`src/hw/rtl/mrs_pkg.sv`:
```
`timescale 1ns / 1ps

package mrs_pkg;

  localparam int unsigned XLEN           = 32;
  localparam int unsigned NREGS          = 32;
  localparam int unsigned REG_AW         = 5;
  localparam int unsigned DATA_WORDS_DEF = 16384;
  localparam int unsigned QUEUE_DEPTH    = 2;

  localparam logic [31:0] RESET_PC  = 32'hBFC0_0000;
  localparam logic [31:0] VEC_BEV   = 32'hBFC0_0180;
  localparam logic [31:0] VEC_NORM  = 32'h8000_0080;
  localparam logic [31:0] BD_BIT    = 32'h8000_0000;
  localparam logic [31:0] CODE_MASK = 32'h0000_007C;
  localparam logic [31:0] MODE_MASK = 32'h0000_003F;
  localparam logic [31:0] PC_HI     = 32'hF000_0000;
  localparam logic [31:0] TGT_MASK  = 32'h03FF_FFFF;
  localparam logic [31:0] ONES      = 32'hFFFF_FFFF;
  localparam int unsigned BEV_BIT   = 22;

  // COP0 register numbers
  localparam logic [4:0] C0_BADVADDR = 5'd8;
  localparam logic [4:0] C0_STATUS   = 5'd12;
  localparam logic [4:0] C0_CAUSE    = 5'd13;
  localparam logic [4:0] C0_EPC      = 5'd14;
  localparam logic [4:0] LINK_REG    = 5'd31;

  // Cause codes
  localparam logic [4:0] CAUSE_ADEL = 5'd4;
  localparam logic [4:0] CAUSE_ADES = 5'd5;
  localparam logic [4:0] CAUSE_SYS  = 5'd8;
  localparam logic [4:0] CAUSE_BP   = 5'd9;
  localparam logic [4:0] CAUSE_RI   = 5'd10;
  localparam logic [4:0] CAUSE_OV   = 5'd12;

  typedef enum logic [2:0] {
    EXC_NONE = 3'd0,
    EXC_ADEL = 3'd1,
    EXC_ADES = 3'd2,
    EXC_SYS  = 3'd3,
    EXC_BP   = 3'd4,
    EXC_RI   = 3'd5,
    EXC_OV   = 3'd6
  } exc_kind_e;

  // Primary opcodes
  localparam logic [5:0] OP_SPECIAL = 6'h00;
  localparam logic [5:0] OP_REGIMM  = 6'h01;
  localparam logic [5:0] OP_J       = 6'h02;
  localparam logic [5:0] OP_JAL     = 6'h03;
  localparam logic [5:0] OP_BEQ     = 6'h04;
  localparam logic [5:0] OP_BNE     = 6'h05;
  localparam logic [5:0] OP_BLEZ    = 6'h06;
  localparam logic [5:0] OP_BGTZ    = 6'h07;
  localparam logic [5:0] OP_ADDI    = 6'h08;
  localparam logic [5:0] OP_ADDIU   = 6'h09;
  localparam logic [5:0] OP_SLTI    = 6'h0A;
  localparam logic [5:0] OP_SLTIU   = 6'h0B;
  localparam logic [5:0] OP_ANDI    = 6'h0C;
  localparam logic [5:0] OP_ORI     = 6'h0D;
  localparam logic [5:0] OP_XORI    = 6'h0E;
  localparam logic [5:0] OP_LUI     = 6'h0F;
  localparam logic [5:0] OP_COP0    = 6'h10;
  localparam logic [5:0] OP_LB      = 6'h20;
  localparam logic [5:0] OP_LH      = 6'h21;
  localparam logic [5:0] OP_LWL     = 6'h22;
  localparam logic [5:0] OP_LW      = 6'h23;
  localparam logic [5:0] OP_LBU     = 6'h24;
  localparam logic [5:0] OP_LHU     = 6'h25;
  localparam logic [5:0] OP_LWR     = 6'h26;
  localparam logic [5:0] OP_SB      = 6'h28;
  localparam logic [5:0] OP_SH      = 6'h29;
  localparam logic [5:0] OP_SWL     = 6'h2A;
  localparam logic [5:0] OP_SW      = 6'h2B;
  localparam logic [5:0] OP_SWR     = 6'h2E;

  // SPECIAL functions
  localparam logic [5:0] FN_SLL     = 6'h00;
  localparam logic [5:0] FN_SRL     = 6'h02;
  localparam logic [5:0] FN_SRA     = 6'h03;
  localparam logic [5:0] FN_SLLV    = 6'h04;
  localparam logic [5:0] FN_SRLV    = 6'h06;
  localparam logic [5:0] FN_SRAV    = 6'h07;
  localparam logic [5:0] FN_JR      = 6'h08;
  localparam logic [5:0] FN_JALR    = 6'h09;
  localparam logic [5:0] FN_SYSCALL = 6'h0C;
  localparam logic [5:0] FN_BREAK   = 6'h0D;
  localparam logic [5:0] FN_MFHI    = 6'h10;
  localparam logic [5:0] FN_MTHI    = 6'h11;
  localparam logic [5:0] FN_MFLO    = 6'h12;
  localparam logic [5:0] FN_MTLO    = 6'h13;
  localparam logic [5:0] FN_MULT    = 6'h18;
  localparam logic [5:0] FN_MULTU   = 6'h19;
  localparam logic [5:0] FN_DIV     = 6'h1A;
  localparam logic [5:0] FN_DIVU    = 6'h1B;
  localparam logic [5:0] FN_ADD     = 6'h20;
  localparam logic [5:0] FN_ADDU    = 6'h21;
  localparam logic [5:0] FN_SUB     = 6'h22;
  localparam logic [5:0] FN_SUBU    = 6'h23;
  localparam logic [5:0] FN_AND     = 6'h24;
  localparam logic [5:0] FN_OR      = 6'h25;
  localparam logic [5:0] FN_XOR     = 6'h26;
  localparam logic [5:0] FN_NOR     = 6'h27;
  localparam logic [5:0] FN_SLT     = 6'h2A;
  localparam logic [5:0] FN_SLTU    = 6'h2B;

  // REGIMM and COP0 forms
  localparam logic [4:0] RI_BLTZ    = 5'h00;
  localparam logic [4:0] RI_BGEZ    = 5'h01;
  localparam logic [4:0] RI_BLTZAL  = 5'h10;
  localparam logic [4:0] RI_BGEZAL  = 5'h11;
  localparam logic [4:0] CO_MF      = 5'h00;
  localparam logic [4:0] CO_MT      = 5'h04;
  localparam logic [4:0] CO_CO      = 5'h10;
  localparam logic [5:0] CO_FN_RFE  = 6'h10;

  // Classified instruction handed from front to back
  typedef struct packed {
    logic [31:0] ins;
    logic        rsvd;
    logic        is_div;
    logic        is_mul;
  } dec_t;

  typedef enum logic [2:0] {
    BK_IDLE,
    BK_READ,
    BK_EXEC,
    BK_DIV,
    BK_LOADW
  } bk_state_e;

endpackage

```
`src/hw/rtl/mrs_queue.sv`:
```
`timescale 1ns / 1ps

module mrs_queue (
  input  logic          clk_i,
  input  logic          rst_ni,
  input  logic          push_i,
  input  mrs_pkg::dec_t data_i,
  input  logic          pop_i,
  output logic          full_o,
  output logic          valid_o,
  output mrs_pkg::dec_t data_o
);

  localparam int unsigned PW = $clog2(mrs_pkg::QUEUE_DEPTH);

  mrs_pkg::dec_t    slot_q [mrs_pkg::QUEUE_DEPTH];
  logic [PW-1:0]    wptr_q, rptr_q;
  logic [PW:0]      cnt_q;

  assign full_o  = (cnt_q == (PW+1)'(mrs_pkg::QUEUE_DEPTH));
  assign valid_o = (cnt_q != '0);
  assign data_o  = slot_q[rptr_q];

  // Advance pointers on push and pop
  always_ff @(posedge clk_i or negedge rst_ni) begin
    if (!rst_ni) begin
      wptr_q <= '0;
      rptr_q <= '0;
      cnt_q  <= '0;
    end else begin
      if (push_i) begin
        wptr_q <= wptr_q + 1'b1;
      end
      if (pop_i) begin
        rptr_q <= rptr_q + 1'b1;
      end
      cnt_q <= cnt_q + (PW+1)'(push_i) - (PW+1)'(pop_i);
    end
  end

  // Hold the classified beats
  always_ff @(posedge clk_i) begin
    if (push_i) begin
      slot_q[wptr_q] <= data_i;
    end
  end

endmodule

```
`config.mk`:
```
export PLATFORM = sky130hd
export DESIGN_NAME = mrs_queue
export DESIGN_NICKNAME = d
export VERILOG_FILES = /design/src/hw/rtl/mrs_pkg.sv /design/src/hw/rtl/mrs_queue.sv
export SDC_FILE = /design/constraint.sdc
export NUM_CORES = 1
export LEC_CHECK = 0
export BUFFER_PORTS_ARGS = -buffer_cell sky130_fd_sc_hd__buf_2
export CAP_MARGIN = 10
export CELL_PAD_IN_SITES_DETAIL_PLACEMENT = 1
export CELL_PAD_IN_SITES_GLOBAL_PLACEMENT = 1
export CORE_MARGIN = 5
export CORE_UTILIZATION = 43
export CTS_CLUSTER_DIAMETER = 30
export CTS_CLUSTER_SIZE = 25
export DETAILED_ROUTE_END_ITERATION = 8
export HOLD_SLACK_MARGIN = 0.08
export PLACE_DENSITY_LB_ADDON = 0.1
export SLEW_MARGIN = 20
export SYNTH_ARGS = -nofsm -noshare
export SYNTH_HDL_FRONTEND = slang
export SYNTH_SLANG_ARGS = --single-unit
```
`constraint.sdc`:
```
create_clock -name clk_i -period 3.8 [get_ports clk_i]
set_input_delay 0.38 -clock clk_i [delete_from_list [all_inputs] [get_ports clk_i]]
set_output_delay 0.38 -clock clk_i [all_outputs]
set_load 0.02 [all_outputs]
```
==> results.py <==
metrics = {
    "placed_design": {
        "port_buffers": 75,
        "postPlaceCellArea_um2": 3290,
        "dp_hpwl_um": 3370,
        "placed_cells": 272,
        "gp_congestion": 0.656,
    },
    "routing": {
        "routed_wl_um": 4960,
        "dr_total_vias": 1375,
        "dr.first_iter.drc_count": 65,
        "ant_nets": 0,
        "drc": 0,
        "wl_per_cell_um": 17.2,
        "first_pass_iters": 4,
        "viasPerCell": 4.76,
    },
    "final_layout": {
        "nFillCells": 612,
        "final-instance-count-excl-fill": 289,
        "final_net_count": 248,
        "final_area_um2": 3530,
        "area_growth_pct": 22.8,
        "n_antenna_cell": 0,
        "layout-drive-gt1-share_pct": 59.9,
    },
    "pwr": {
        "cellLeakagePower_nw": 1.44,
        "p_per_area_nw_per_um2": 785,
        "vdd_drop_max_uv": 514,
    },
    "clocking": {
        "path_clk_slew_ns": 0.08,
        "cts_tree": "built",
        "clk_path_buf_depth": 2,
        "h-tree-depth": 3,
        "clk-insertion-delay-late_ns": 0.33,
        "cts_root_buf": "clkbuf_8",
        "numCtsBuffers": 9,
        "cts.sinks": 74,
    },
    "yosys": {
        "yosysMostFrequentCell": "edfxtp_1",
        "syn-num-nets": 165,
        "yosysWarningCount": 0,
        "syn-cell-area_um2": 2880,
        "synthTopCellsByArea": "edfxtp_1 73%, mux2_4 15%, dfrtp_1 3.5%",
        "synthArstFlopShare_pct": 5.41,
        "synth_edf_count": 70,
        "synth_cells": 124,
        "synthFlopType": "edfxtp_1",
        "seq_area_frac_synth_pct": 76.6,
        "synth_top_area_cell": "edfxtp_1",
        "synthTopCellsByCount": "70 x edfxtp_1, 29 x mux2_4, 6 x mux2_2",
        "avgSynthCellArea_um2": 23.2,
        "synthDominantCellAreaShare_pct": 73.1,
        "synthDistinctLibCells": 13,
        "ys_ff_latch": 74,
    },
    "timing": {
        "slew_headroom_pct": 31.8,
        "period_share_pct": 55.7,
        "hold_viol": 0,
        "finalSetupViolations": 0,
        "rsz0062_at_grt": "false",
        "max_freq_mhz": 472,
        "tns_ns": 0,
        "period_needed_ns": 2.12,
        "worst_pin_slew_ns": 1.02,
        "worst_clock_skew_ns": 0.00603,
        "slew_viol_final": 0,
    },
    "grt": {
        "grt_overflow": 0,
        "antenna_found_initial": 0,
        "top_usage_layer": "met2",
        "first_global_vias": 1587,
        "grtUsageMet1_pct": 11.9,
        "grt_max_degree": 37,
        "grt_use_met2_pct": 22.5,
        "grt_use_met3_pct": 3.76,
        "track_usage_pct": 12.1,
        "grt_pass1_wl_um": 7660,
    },
    "floorplan": {
        "pin_count": 76,
        "die_w_um": 91.8,
        "die_h_um": 91.8,
        "initial_utilization_pct": 44.8,
        "core_area_um2": 6420,
        "die-area_um2": 8420,
        "row_count": 29,
    },
    "flow_run": {
        "maxCapViolations": 0,
    },
    "worst_setup_path": {
        "critPathSlowestCell": "dfrtp_4",
        "crit_path_start": "rptr_q$_DFFE_PN0P_",
        "cp.required_ns": 3.42,
        "rrSetupSlack_ns": 2.14,
        "criticalPathCategory": "reg -> out",
        "end_kind": "output port",
        "setup.worst_path.end": "data_o[31]",
        "critPathTopFamily": "flip-flops",
        "arrival_ns": 1.74,
        "cp-start-kind": "flip-flop",
        "cpPeakStageDelay_ns": 0.85,
        "crit_fanout": 36,
        "cp_cell_sequence": "mux2_2 > buf_2",
        "worst-path-buf-inv": 1,
        "path_depth": 2,
        "reg2reg_to": "slot_q[0][0]$_DFFE_PP_",
        "timing.rr.start": "wptr_q$_DFFE_PN0P_",
        "r2r_cells": 1,
    },
    "outcome": {
        "outcome": "completed",
    },
    "worst_hold_path": {
        "hp-class": "in -> reg",
    },
}
-- cell families after synthesis --
group,after synthesis,synth area share [%]
DFF,74,76.6
muxes,35,17.5
xor gates and xnor gates,3,1.44
and+or+nand+nor,4,0.871
adders and majority gates,2,0.870
buffers and inverters,6,2.74
-- stage by stage --
step | util [%] | power (mW) | hold WS (ns) | worst slack, ns
2_1_floorplan | - | 1.92 | 0.0844 | 1.40
5_1_grt | 55.0 | 2.92 | 0.204 | 1.58
6_report | 55.0 | 2.77 | 0.229 | 1.68
3_5_place_dp | 51.2 | 2.13 | 0.196 | 1.73
3_3_place_gp | 51.2 | 2.09 | 0.186 | 1.77
4_1_cts | 54.9 | 2.84 | 0.210 | 1.36
-- worst min-delay path by stage --
stage | startpoint | to | slack (ns) | depth (start not counted)
after global placement | rst_ni | cnt_q[0]$_DFF_PN0_ | 0.19 | 1
after floorplan | rst_ni | cnt_q[0]$_DFF_PN0_ | 0.08 | 0
after detailed placement | rst_ni | cnt_q[0]$_DFF_PN0_ | 0.20 | 1
after global routing | data_i[15] | slot_q[0][15]$_DFFE_PP_ | 0.20 | 1
final | data_i[15] | slot_q[0][15]$_DFFE_PP_ | 0.23 | 1
after CTS | data_i[21] | slot_q[0][21]$_DFFE_PP_ | 0.21 | 1
-- registers in the layout, indices dropped and copies added, names as in the netlist --
name / flops
cnt_q: 2
rptr_q: 1
slot_q: 70
wptr_q: 1
-- where the power goes --
part	leakage [nW]	internal [mW]	total (mW)	switching, mW
Clock	0.112	0.432	0.695	0.263
Sequential	0.703	1.09	1.24	0.150
Combinational	0.626	0.416	0.836	0.421
-- metal layers --
metal / wire length (um) / part of all wire (%) / vias up
li1: - / - / 647
met1: 1780 / 36 / 677
met2: 2770 / 56 / 42
met3: 322 / 6.5 / 9
met4: 89 / 1.8 / 0
met5: 0 / 0 / -
-- cell usage in the layout, fill, tap and decap left out, drive strengths merged --
cell type,count
and2,1
buf,75
bufinv,3
clkbuf,10
clkinv,2
clkinvlp,1
dfrtp,4
dlygate4sd3,1
edfxtp,70
ha,2
inv,2
mux2,35
nor2b,2
or2,1
xor2,2
xor3,1
-- cell type report --
| cell class | count | area, um2 | share of cell area [%] |
|---|---|---|---|
| sequential | 74 | 2210 | 62.5 |
| multi-input combinational | 44 | 603 | 17.1 |
| timing repair buffer | 76 | 385 | 10.9 |
| clock buffer | 10 | 128 | 3.61 |
| clock inverter | 6 | 105 | 2.98 |
| tap | 77 | 96.3 | 2.73 |
| inverter | 2 | 7.51 | 0.213 |
-- repair_timing --
item	CTS	global route
hold buffers	1	0
hold endpoints to repair	4	0
setup buffers	0	0
resized for setup	0	0
(Power assumes the default switching activity.)
