### src/hw/rtl/mrs_pkg.sv
`timescale 1ns / 1ps

package mrs_pkg;

  localparam int unsigned XLEN           = 32;
  localparam int unsigned NREGS          = 32;
  localparam int unsigned REG_AW         = 5;
  localparam int unsigned DATA_WORDS_DEF = 16384;
  localparam int unsigned QUEUE_DEPTH    = 2;

  localparam logic [31:0] RESET_PC  = 32'hBFC0_0000;
  localparam logic [31:0] VEC_BEV   = 32'hBFC0_0180;
  localparam logic [31:0] VEC_NORM  = 32'h8000_0080;
  localparam logic [31:0] BD_BIT    = 32'h8000_0000;
  localparam logic [31:0] CODE_MASK = 32'h0000_007C;
  localparam logic [31:0] MODE_MASK = 32'h0000_003F;
  localparam logic [31:0] PC_HI     = 32'hF000_0000;
  localparam logic [31:0] TGT_MASK  = 32'h03FF_FFFF;
  localparam logic [31:0] ONES      = 32'hFFFF_FFFF;
  localparam int unsigned BEV_BIT   = 22;

  // COP0 register numbers
  localparam logic [4:0] C0_BADVADDR = 5'd8;
  localparam logic [4:0] C0_STATUS   = 5'd12;
  localparam logic [4:0] C0_CAUSE    = 5'd13;
  localparam logic [4:0] C0_EPC      = 5'd14;
  localparam logic [4:0] LINK_REG    = 5'd31;

  // Cause codes
  localparam logic [4:0] CAUSE_ADEL = 5'd4;
  localparam logic [4:0] CAUSE_ADES = 5'd5;
  localparam logic [4:0] CAUSE_SYS  = 5'd8;
  localparam logic [4:0] CAUSE_BP   = 5'd9;
  localparam logic [4:0] CAUSE_RI   = 5'd10;
  localparam logic [4:0] CAUSE_OV   = 5'd12;

  typedef enum logic [2:0] {
    EXC_NONE = 3'd0,
    EXC_ADEL = 3'd1,
    EXC_ADES = 3'd2,
    EXC_SYS  = 3'd3,
    EXC_BP   = 3'd4,
    EXC_RI   = 3'd5,
    EXC_OV   = 3'd6
  } exc_kind_e;

  // Primary opcodes
  localparam logic [5:0] OP_SPECIAL = 6'h00;
  localparam logic [5:0] OP_REGIMM  = 6'h01;
  localparam logic [5:0] OP_J       = 6'h02;
  localparam logic [5:0] OP_JAL     = 6'h03;
  localparam logic [5:0] OP_BEQ     = 6'h04;
  localparam logic [5:0] OP_BNE     = 6'h05;
  localparam logic [5:0] OP_BLEZ    = 6'h06;
  localparam logic [5:0] OP_BGTZ    = 6'h07;
  localparam logic [5:0] OP_ADDI    = 6'h08;
  localparam logic [5:0] OP_ADDIU   = 6'h09;
  localparam logic [5:0] OP_SLTI    = 6'h0A;
  localparam logic [5:0] OP_SLTIU   = 6'h0B;
  localparam logic [5:0] OP_ANDI    = 6'h0C;
  localparam logic [5:0] OP_ORI     = 6'h0D;
  localparam logic [5:0] OP_XORI    = 6'h0E;
  localparam logic [5:0] OP_LUI     = 6'h0F;
  localparam logic [5:0] OP_COP0    = 6'h10;
  localparam logic [5:0] OP_LB      = 6'h20;
  localparam logic [5:0] OP_LH      = 6'h21;
  localparam logic [5:0] OP_LWL     = 6'h22;
  localparam logic [5:0] OP_LW      = 6'h23;
  localparam logic [5:0] OP_LBU     = 6'h24;
  localparam logic [5:0] OP_LHU     = 6'h25;
  localparam logic [5:0] OP_LWR     = 6'h26;
  localparam logic [5:0] OP_SB      = 6'h28;
  localparam logic [5:0] OP_SH      = 6'h29;
  localparam logic [5:0] OP_SWL     = 6'h2A;
  localparam logic [5:0] OP_SW      = 6'h2B;
  localparam logic [5:0] OP_SWR     = 6'h2E;

  // SPECIAL functions
  localparam logic [5:0] FN_SLL     = 6'h00;
  localparam logic [5:0] FN_SRL     = 6'h02;
  localparam logic [5:0] FN_SRA     = 6'h03;
  localparam logic [5:0] FN_SLLV    = 6'h04;
  localparam logic [5:0] FN_SRLV    = 6'h06;
  localparam logic [5:0] FN_SRAV    = 6'h07;
  localparam logic [5:0] FN_JR      = 6'h08;
  localparam logic [5:0] FN_JALR    = 6'h09;
  localparam logic [5:0] FN_SYSCALL = 6'h0C;
  localparam logic [5:0] FN_BREAK   = 6'h0D;
  localparam logic [5:0] FN_MFHI    = 6'h10;
  localparam logic [5:0] FN_MTHI    = 6'h11;
  localparam logic [5:0] FN_MFLO    = 6'h12;
  localparam logic [5:0] FN_MTLO    = 6'h13;
  localparam logic [5:0] FN_MULT    = 6'h18;
  localparam logic [5:0] FN_MULTU   = 6'h19;
  localparam logic [5:0] FN_DIV     = 6'h1A;
  localparam logic [5:0] FN_DIVU    = 6'h1B;
  localparam logic [5:0] FN_ADD     = 6'h20;
  localparam logic [5:0] FN_ADDU    = 6'h21;
  localparam logic [5:0] FN_SUB     = 6'h22;
  localparam logic [5:0] FN_SUBU    = 6'h23;
  localparam logic [5:0] FN_AND     = 6'h24;
  localparam logic [5:0] FN_OR      = 6'h25;
  localparam logic [5:0] FN_XOR     = 6'h26;
  localparam logic [5:0] FN_NOR     = 6'h27;
  localparam logic [5:0] FN_SLT     = 6'h2A;
  localparam logic [5:0] FN_SLTU    = 6'h2B;

  // REGIMM and COP0 forms
  localparam logic [4:0] RI_BLTZ    = 5'h00;
  localparam logic [4:0] RI_BGEZ    = 5'h01;
  localparam logic [4:0] RI_BLTZAL  = 5'h10;
  localparam logic [4:0] RI_BGEZAL  = 5'h11;
  localparam logic [4:0] CO_MF      = 5'h00;
  localparam logic [4:0] CO_MT      = 5'h04;
  localparam logic [4:0] CO_CO      = 5'h10;
  localparam logic [5:0] CO_FN_RFE  = 6'h10;

  // Classified instruction handed from front to back
  typedef struct packed {
    logic [31:0] ins;
    logic        rsvd;
    logic        is_div;
    logic        is_mul;
  } dec_t;

  typedef enum logic [2:0] {
    BK_IDLE,
    BK_READ,
    BK_EXEC,
    BK_DIV,
    BK_LOADW
  } bk_state_e;

endpackage

### src/hw/rtl/mrs_in_if.sv
`timescale 1ns / 1ps

interface mrs_in_if;
  logic        valid;
  logic        ready;
  logic [31:0] instruction_word;

  modport source (output valid, output instruction_word, input ready);
  modport sink (input valid, input instruction_word, output ready);
endinterface

### src/hw/rtl/mrs_front.sv
`timescale 1ns / 1ps

module mrs_front (
  mrs_in_if.sink       item_i,
  input  logic         full_i,
  output logic         push_o,
  output mrs_pkg::dec_t dec_o
);

  logic [5:0] op;
  logic [5:0] fn;
  logic [4:0] rs;
  logic [4:0] rt;
  logic       rsvd;

  assign op = item_i.instruction_word[31:26];
  assign rs = item_i.instruction_word[25:21];
  assign rt = item_i.instruction_word[20:16];
  assign fn = item_i.instruction_word[5:0];

  // Flag encodings the back end must trap on
  always_comb begin
    rsvd = 1'b0;
    case (op)
      mrs_pkg::OP_SPECIAL: begin
        rsvd = !(fn inside {mrs_pkg::FN_SLL, mrs_pkg::FN_SRL, mrs_pkg::FN_SRA,
                            mrs_pkg::FN_SLLV, mrs_pkg::FN_SRLV, mrs_pkg::FN_SRAV,
                            mrs_pkg::FN_JR, mrs_pkg::FN_JALR, mrs_pkg::FN_SYSCALL,
                            mrs_pkg::FN_BREAK, mrs_pkg::FN_MFHI, mrs_pkg::FN_MTHI,
                            mrs_pkg::FN_MFLO, mrs_pkg::FN_MTLO, mrs_pkg::FN_MULT,
                            mrs_pkg::FN_MULTU, mrs_pkg::FN_DIV, mrs_pkg::FN_DIVU,
                            [mrs_pkg::FN_ADD:mrs_pkg::FN_NOR], mrs_pkg::FN_SLT,
                            mrs_pkg::FN_SLTU});
      end
      mrs_pkg::OP_REGIMM: begin
        rsvd = !(rt inside {mrs_pkg::RI_BLTZ, mrs_pkg::RI_BGEZ, mrs_pkg::RI_BLTZAL,
                            mrs_pkg::RI_BGEZAL});
      end
      mrs_pkg::OP_COP0: begin
        rsvd = !((rs == mrs_pkg::CO_MF) || (rs == mrs_pkg::CO_MT) ||
                 ((rs == mrs_pkg::CO_CO) && (fn == mrs_pkg::CO_FN_RFE)));
      end
      default: begin
        rsvd = !(op inside {[mrs_pkg::OP_J:mrs_pkg::OP_LUI], [mrs_pkg::OP_LB:mrs_pkg::OP_LWR],
                            [mrs_pkg::OP_SB:mrs_pkg::OP_SW], mrs_pkg::OP_SWR});
      end
    endcase
  end

  assign dec_o.ins    = item_i.instruction_word;
  assign dec_o.rsvd   = rsvd;
  assign dec_o.is_div = (op == mrs_pkg::OP_SPECIAL) &&
                        ((fn == mrs_pkg::FN_DIV) || (fn == mrs_pkg::FN_DIVU));
  assign dec_o.is_mul = (op == mrs_pkg::OP_SPECIAL) &&
                        ((fn == mrs_pkg::FN_MULT) || (fn == mrs_pkg::FN_MULTU));

  assign item_i.ready = !full_i;
  assign push_o       = item_i.valid && !full_i;

endmodule

### src/flat_wrapper.sv
// flat-port wrapper written by rule: the top's interface ports become plain ports
module mrs_front_flat 
  (full_i, push_o, dec_o, item_i_valid, item_i_instruction_word, item_i_ready);
  mrs_in_if item_i_i ();
  input  logic full_i;
  output logic push_o;
  output mrs_pkg::dec_t dec_o;
  input wire logic [$bits(item_i_i.valid)-1:0] item_i_valid;
  input wire logic [$bits(item_i_i.instruction_word)-1:0] item_i_instruction_word;
  output wire logic [$bits(item_i_i.ready)-1:0] item_i_ready;
  assign item_i_i.valid = item_i_valid;
  assign item_i_i.instruction_word = item_i_instruction_word;
  assign item_i_ready = item_i_i.ready;
  mrs_front u_core (.item_i(item_i_i), .full_i(full_i), .push_o(push_o), .dec_o(dec_o));
endmodule
### config.mk
export PLATFORM = sky130hd
export DESIGN_NAME = mrs_front_flat
export DESIGN_NICKNAME = d
export VERILOG_FILES = /design/src/hw/rtl/mrs_pkg.sv /design/src/hw/rtl/mrs_in_if.sv /design/src/hw/rtl/mrs_front.sv /design/src/flat_wrapper.sv
export SDC_FILE = /design/constraint.sdc
export NUM_CORES = 1
export LEC_CHECK = 0
export BUFFER_PORTS_ARGS = -buffer_cell sky130_fd_sc_hd__clkbuf_2
export CORE_MARGIN = 1.5
export CORE_UTILIZATION = 26
export DETAILED_ROUTE_END_ITERATION = 8
export PLACE_DENSITY = 0.79
export SYNTH_ARGS = -nofsm -noshare
export SYNTH_HDL_FRONTEND = slang
export SYNTH_SLANG_ARGS = --single-unit
### constraint.sdc
create_clock -name vclk -period 1.5
set_clock_uncertainty 0.15 [all_clocks]
set_input_delay 0.15 -clock vclk [all_inputs]
set_output_delay 0.15 -clock vclk [all_outputs]
set_load 0.1 [all_outputs]
==> metrics.md <==
| Metric | Value |
|---|---|
| Crit. End Element | `primary output` |
| Reg area | `0 µm²` |
| Final slew viol count | `0` |
| Initial core utilization | `0.2800` |
| Grt ovf | `0` |
| HP Start | `item_i_instruction_word[14]` |
| Worst endpoint required time | `1.20 ns` |
| Post-DP Area | `574.3 µm²` |
| Sw Ratio | `0.7812` |
| Largest family of logic cells by synthesized area | `buffers and inverters` |
| Synth Net Count | `91` |
| Worst path slowest cell | `or4_4` |
| DP Cell Count | `97` |
| CORE AREA | `0.001524 mm²` |
| Sequential cells | `0` |
| Crit-path max cell delay | `0.54 ns` |
| Unique masters post-synth | `20` |
| Final period utilization | `1.112` |
| Dominant cells by area after synthesis | `buf_4 58%, o41ai_2 3.8%, o211ai_1 3.5%` |
| Synth area leader | `buf_4` |
| Syn avg cell area | `7.485 µm²` |
| FMAX | `0.5994 GHz` |
| Worst Hold Class | `input pin to primary output` |
| Final worst slack | `-0.1684 ns` |
| Fill count | `170` |
| Most frequent cells in the layout | `43 x clkbuf_2, 10 x buf_4, 3 x buf_12` |
| Layout cell share with drive strength beyond 1 | `0.8395` |
| Hold Crit Endpoint | `dec_o[17]` |
| Post-DRT Antenna Nets | `0` |
| GP Congestion | `0.7674` |
| Synth Cell Area | `426.7 µm²` |
| Net Switching | `0.0002949 W` |
| RSZ-0062 raised after global routing | `yes` |
| Slew @ Worst Pin | `0.5415 ns` |
| Ys Warns | `0` |
| Pint | `0.00008262 W` |
| First-pass GRT wire length | `1435 µm` |
| Crit path kind | `input pin to primary output` |
| Post-synth top area share | `0.5806` |
| Status | `finished with violations` |
| WHS Path Cells | `0` |
| VDD IR max | `0.0002017 V` |
| Vias in the first global route | `376` |
| Avg WL per Cell | `10.57 µm` |
| GRT Overall Usage | `0.09362` |
| Chip height | `43.51 µm` |
| Sequential Power Share | `0` |
| XOR/XNOR Fraction of Synth Area | `0` |
| Final wirelength | `1025 µm` |
| Initial antenna violation count | `0` |
| Die Wd | `43.51 µm` |
| Synthesized instance count | `57` |
| Post-synthesis mux area share | `0.02639` |
| Bufs and invs on worst path | `2` |
| Layout Utilization | `0.3900` |
| Largest net degree at the start of global routing | `7` |
| Compound-Gate Fraction of Synth Area | `0.1408` |
| CLK BUF | `0` |
| Final Cell Area | `594.3 µm²` |
| Vias | `446` |
| Die area | `0.001893 mm²` |
| Synth Area in Simple Gates | `0.2434` |
| DR iter-0 viols | `1` |
| HPWL Detailed | `971.3 µm` |
| Critical path launch point type | `input pin` |
| Commonest non-fill, non-tap cell in the layout | `clkbuf_2` |
| Diode count | `0` |
| WP data arrival | `1.37 ns` |
| Final Non-Filler Cells | `97` |
| Pwr dens | `635.3 mW/mm²` |
| TNS Setup | `-0.3348 ns` |
| Synth Area in Adders | `0` |
| First drt pass iteration count | `2` |
| Max Cap Viol | `0` |
| Cell Chain, Critical Path | `buf_6, or4_4, nor2_1, a21oi_1, a41o_1, buf_12` |
| Failing checks | `negative setup slack` |
| Remaining routing DRC violations | `0` |
| Crit path max fanout | `2` |
| Endpoints failing setup | `3` |
| Clk pwr share | `0` |
| Period minus WS final | `1.668 ns` |
| Pleak | `0.3236 nW` |
| Max-slew headroom | `0.6405` |
| I/O Pins | `71` |
| Layout Nets | `117` |
| Row count | `14` |
| IO buf count | `47` |
| Comb power frac | `1.000` |
| Top delay family on crit path | `simple AND/OR/NAND/NOR gates` |
| Via density | `4.598` |
| Final hold violation count | `0` |
| Area growth from synthesis to layout | `39.30%` |
| Seq/Total Area, Yosys | `0` |
## synth_stat cells (2+ instances only)
| master | number |
|---|---|
| buf_4 | 33 |
| nand2b_1 | 2 |
| nor2_1 | 3 |
| o211ai_1 | 2 |
| or4_1 | 2 |
## per-layer routing
metal  global-route usage  vias to the layer above  wire (µm)
met1              0.09750                      179        377
met2               0.1970                       43        497
met3             0.008333                        4        138
met4              0.01818                        0         12
li1                     -                      220          -
met5                    0                        -          0
## how the worst max path moves through the flow
stage / to / slack (ns) / startpoint / cells after the start
6_report: dec_o[2] / -0.17 / item_i_instruction_word[29] / 6
5_1_grt: dec_o[2] / -0.21 / item_i_instruction_word[3] / 6
4_1_cts: dec_o[2] / -0.18 / item_i_instruction_word[3] / 6
3_5_place_dp: dec_o[2] / -0.26 / item_i_instruction_word[3] / 6
3_3_place_gp: dec_o[2] / -0.25 / item_i_instruction_word[1] / 6
2_1_floorplan: dec_o[2] / -0.07 / item_i_instruction_word[1] / 5
## metrics by stage
step	setup WS [ns]	power, W	hold WS (ns)
2_1_floorplan	-0.06519	0.0004679	0.3247
3_3_place_gp	-0.2501	0.0003719	0.1512
3_5_place_dp	-0.2565	0.0003746	0.1512
4_1_cts	-0.1841	0.0003752	0.1512
5_1_grt	-0.2113	0.0003897	0.1502
6_report	-0.1684	0.0003776	0.1500
## power groups by stage
stage	sequential [W]	combinational [W]	clock, W
3_5_place_dp	0	0.000375	0
3_3_place_gp	0	0.000372	0
5_1_grt	0	0.000390	0
2_1_floorplan	0	0.000468	0
6_report	0	0.000378	0
4_1_cts	0	0.000375	0
## cell type report
| type | instances | area, µm² | area share |
|---|---|---|---|
| inverters | 1 | 3.754 | 0.006316 |
| multi-input cells | 23 | 209.0 | 0.3516 |
| well taps | 16 | 20.02 | 0.03368 |
| repair buffers | 57 | 361.6 | 0.6084 |
## cells by family (layout without fill, tap and decap cells)
kind of cell    count (synthesis)  count (layout)
compound gates                  7               7
mux                             1               1
simple gates                   15              15
buf+inv                        34              58
## what timing repair did
action / in CTS / in global routing
pin swaps: 6 / 0
gates resized for setup: 0 / 3
hold endpoints to repair: 0 / 0
hold buffers: 0 / 0
setup buffers: 0 / 0
endpoints found under the setup margin: 3 / 3
(Power assumes the default switching activity.)
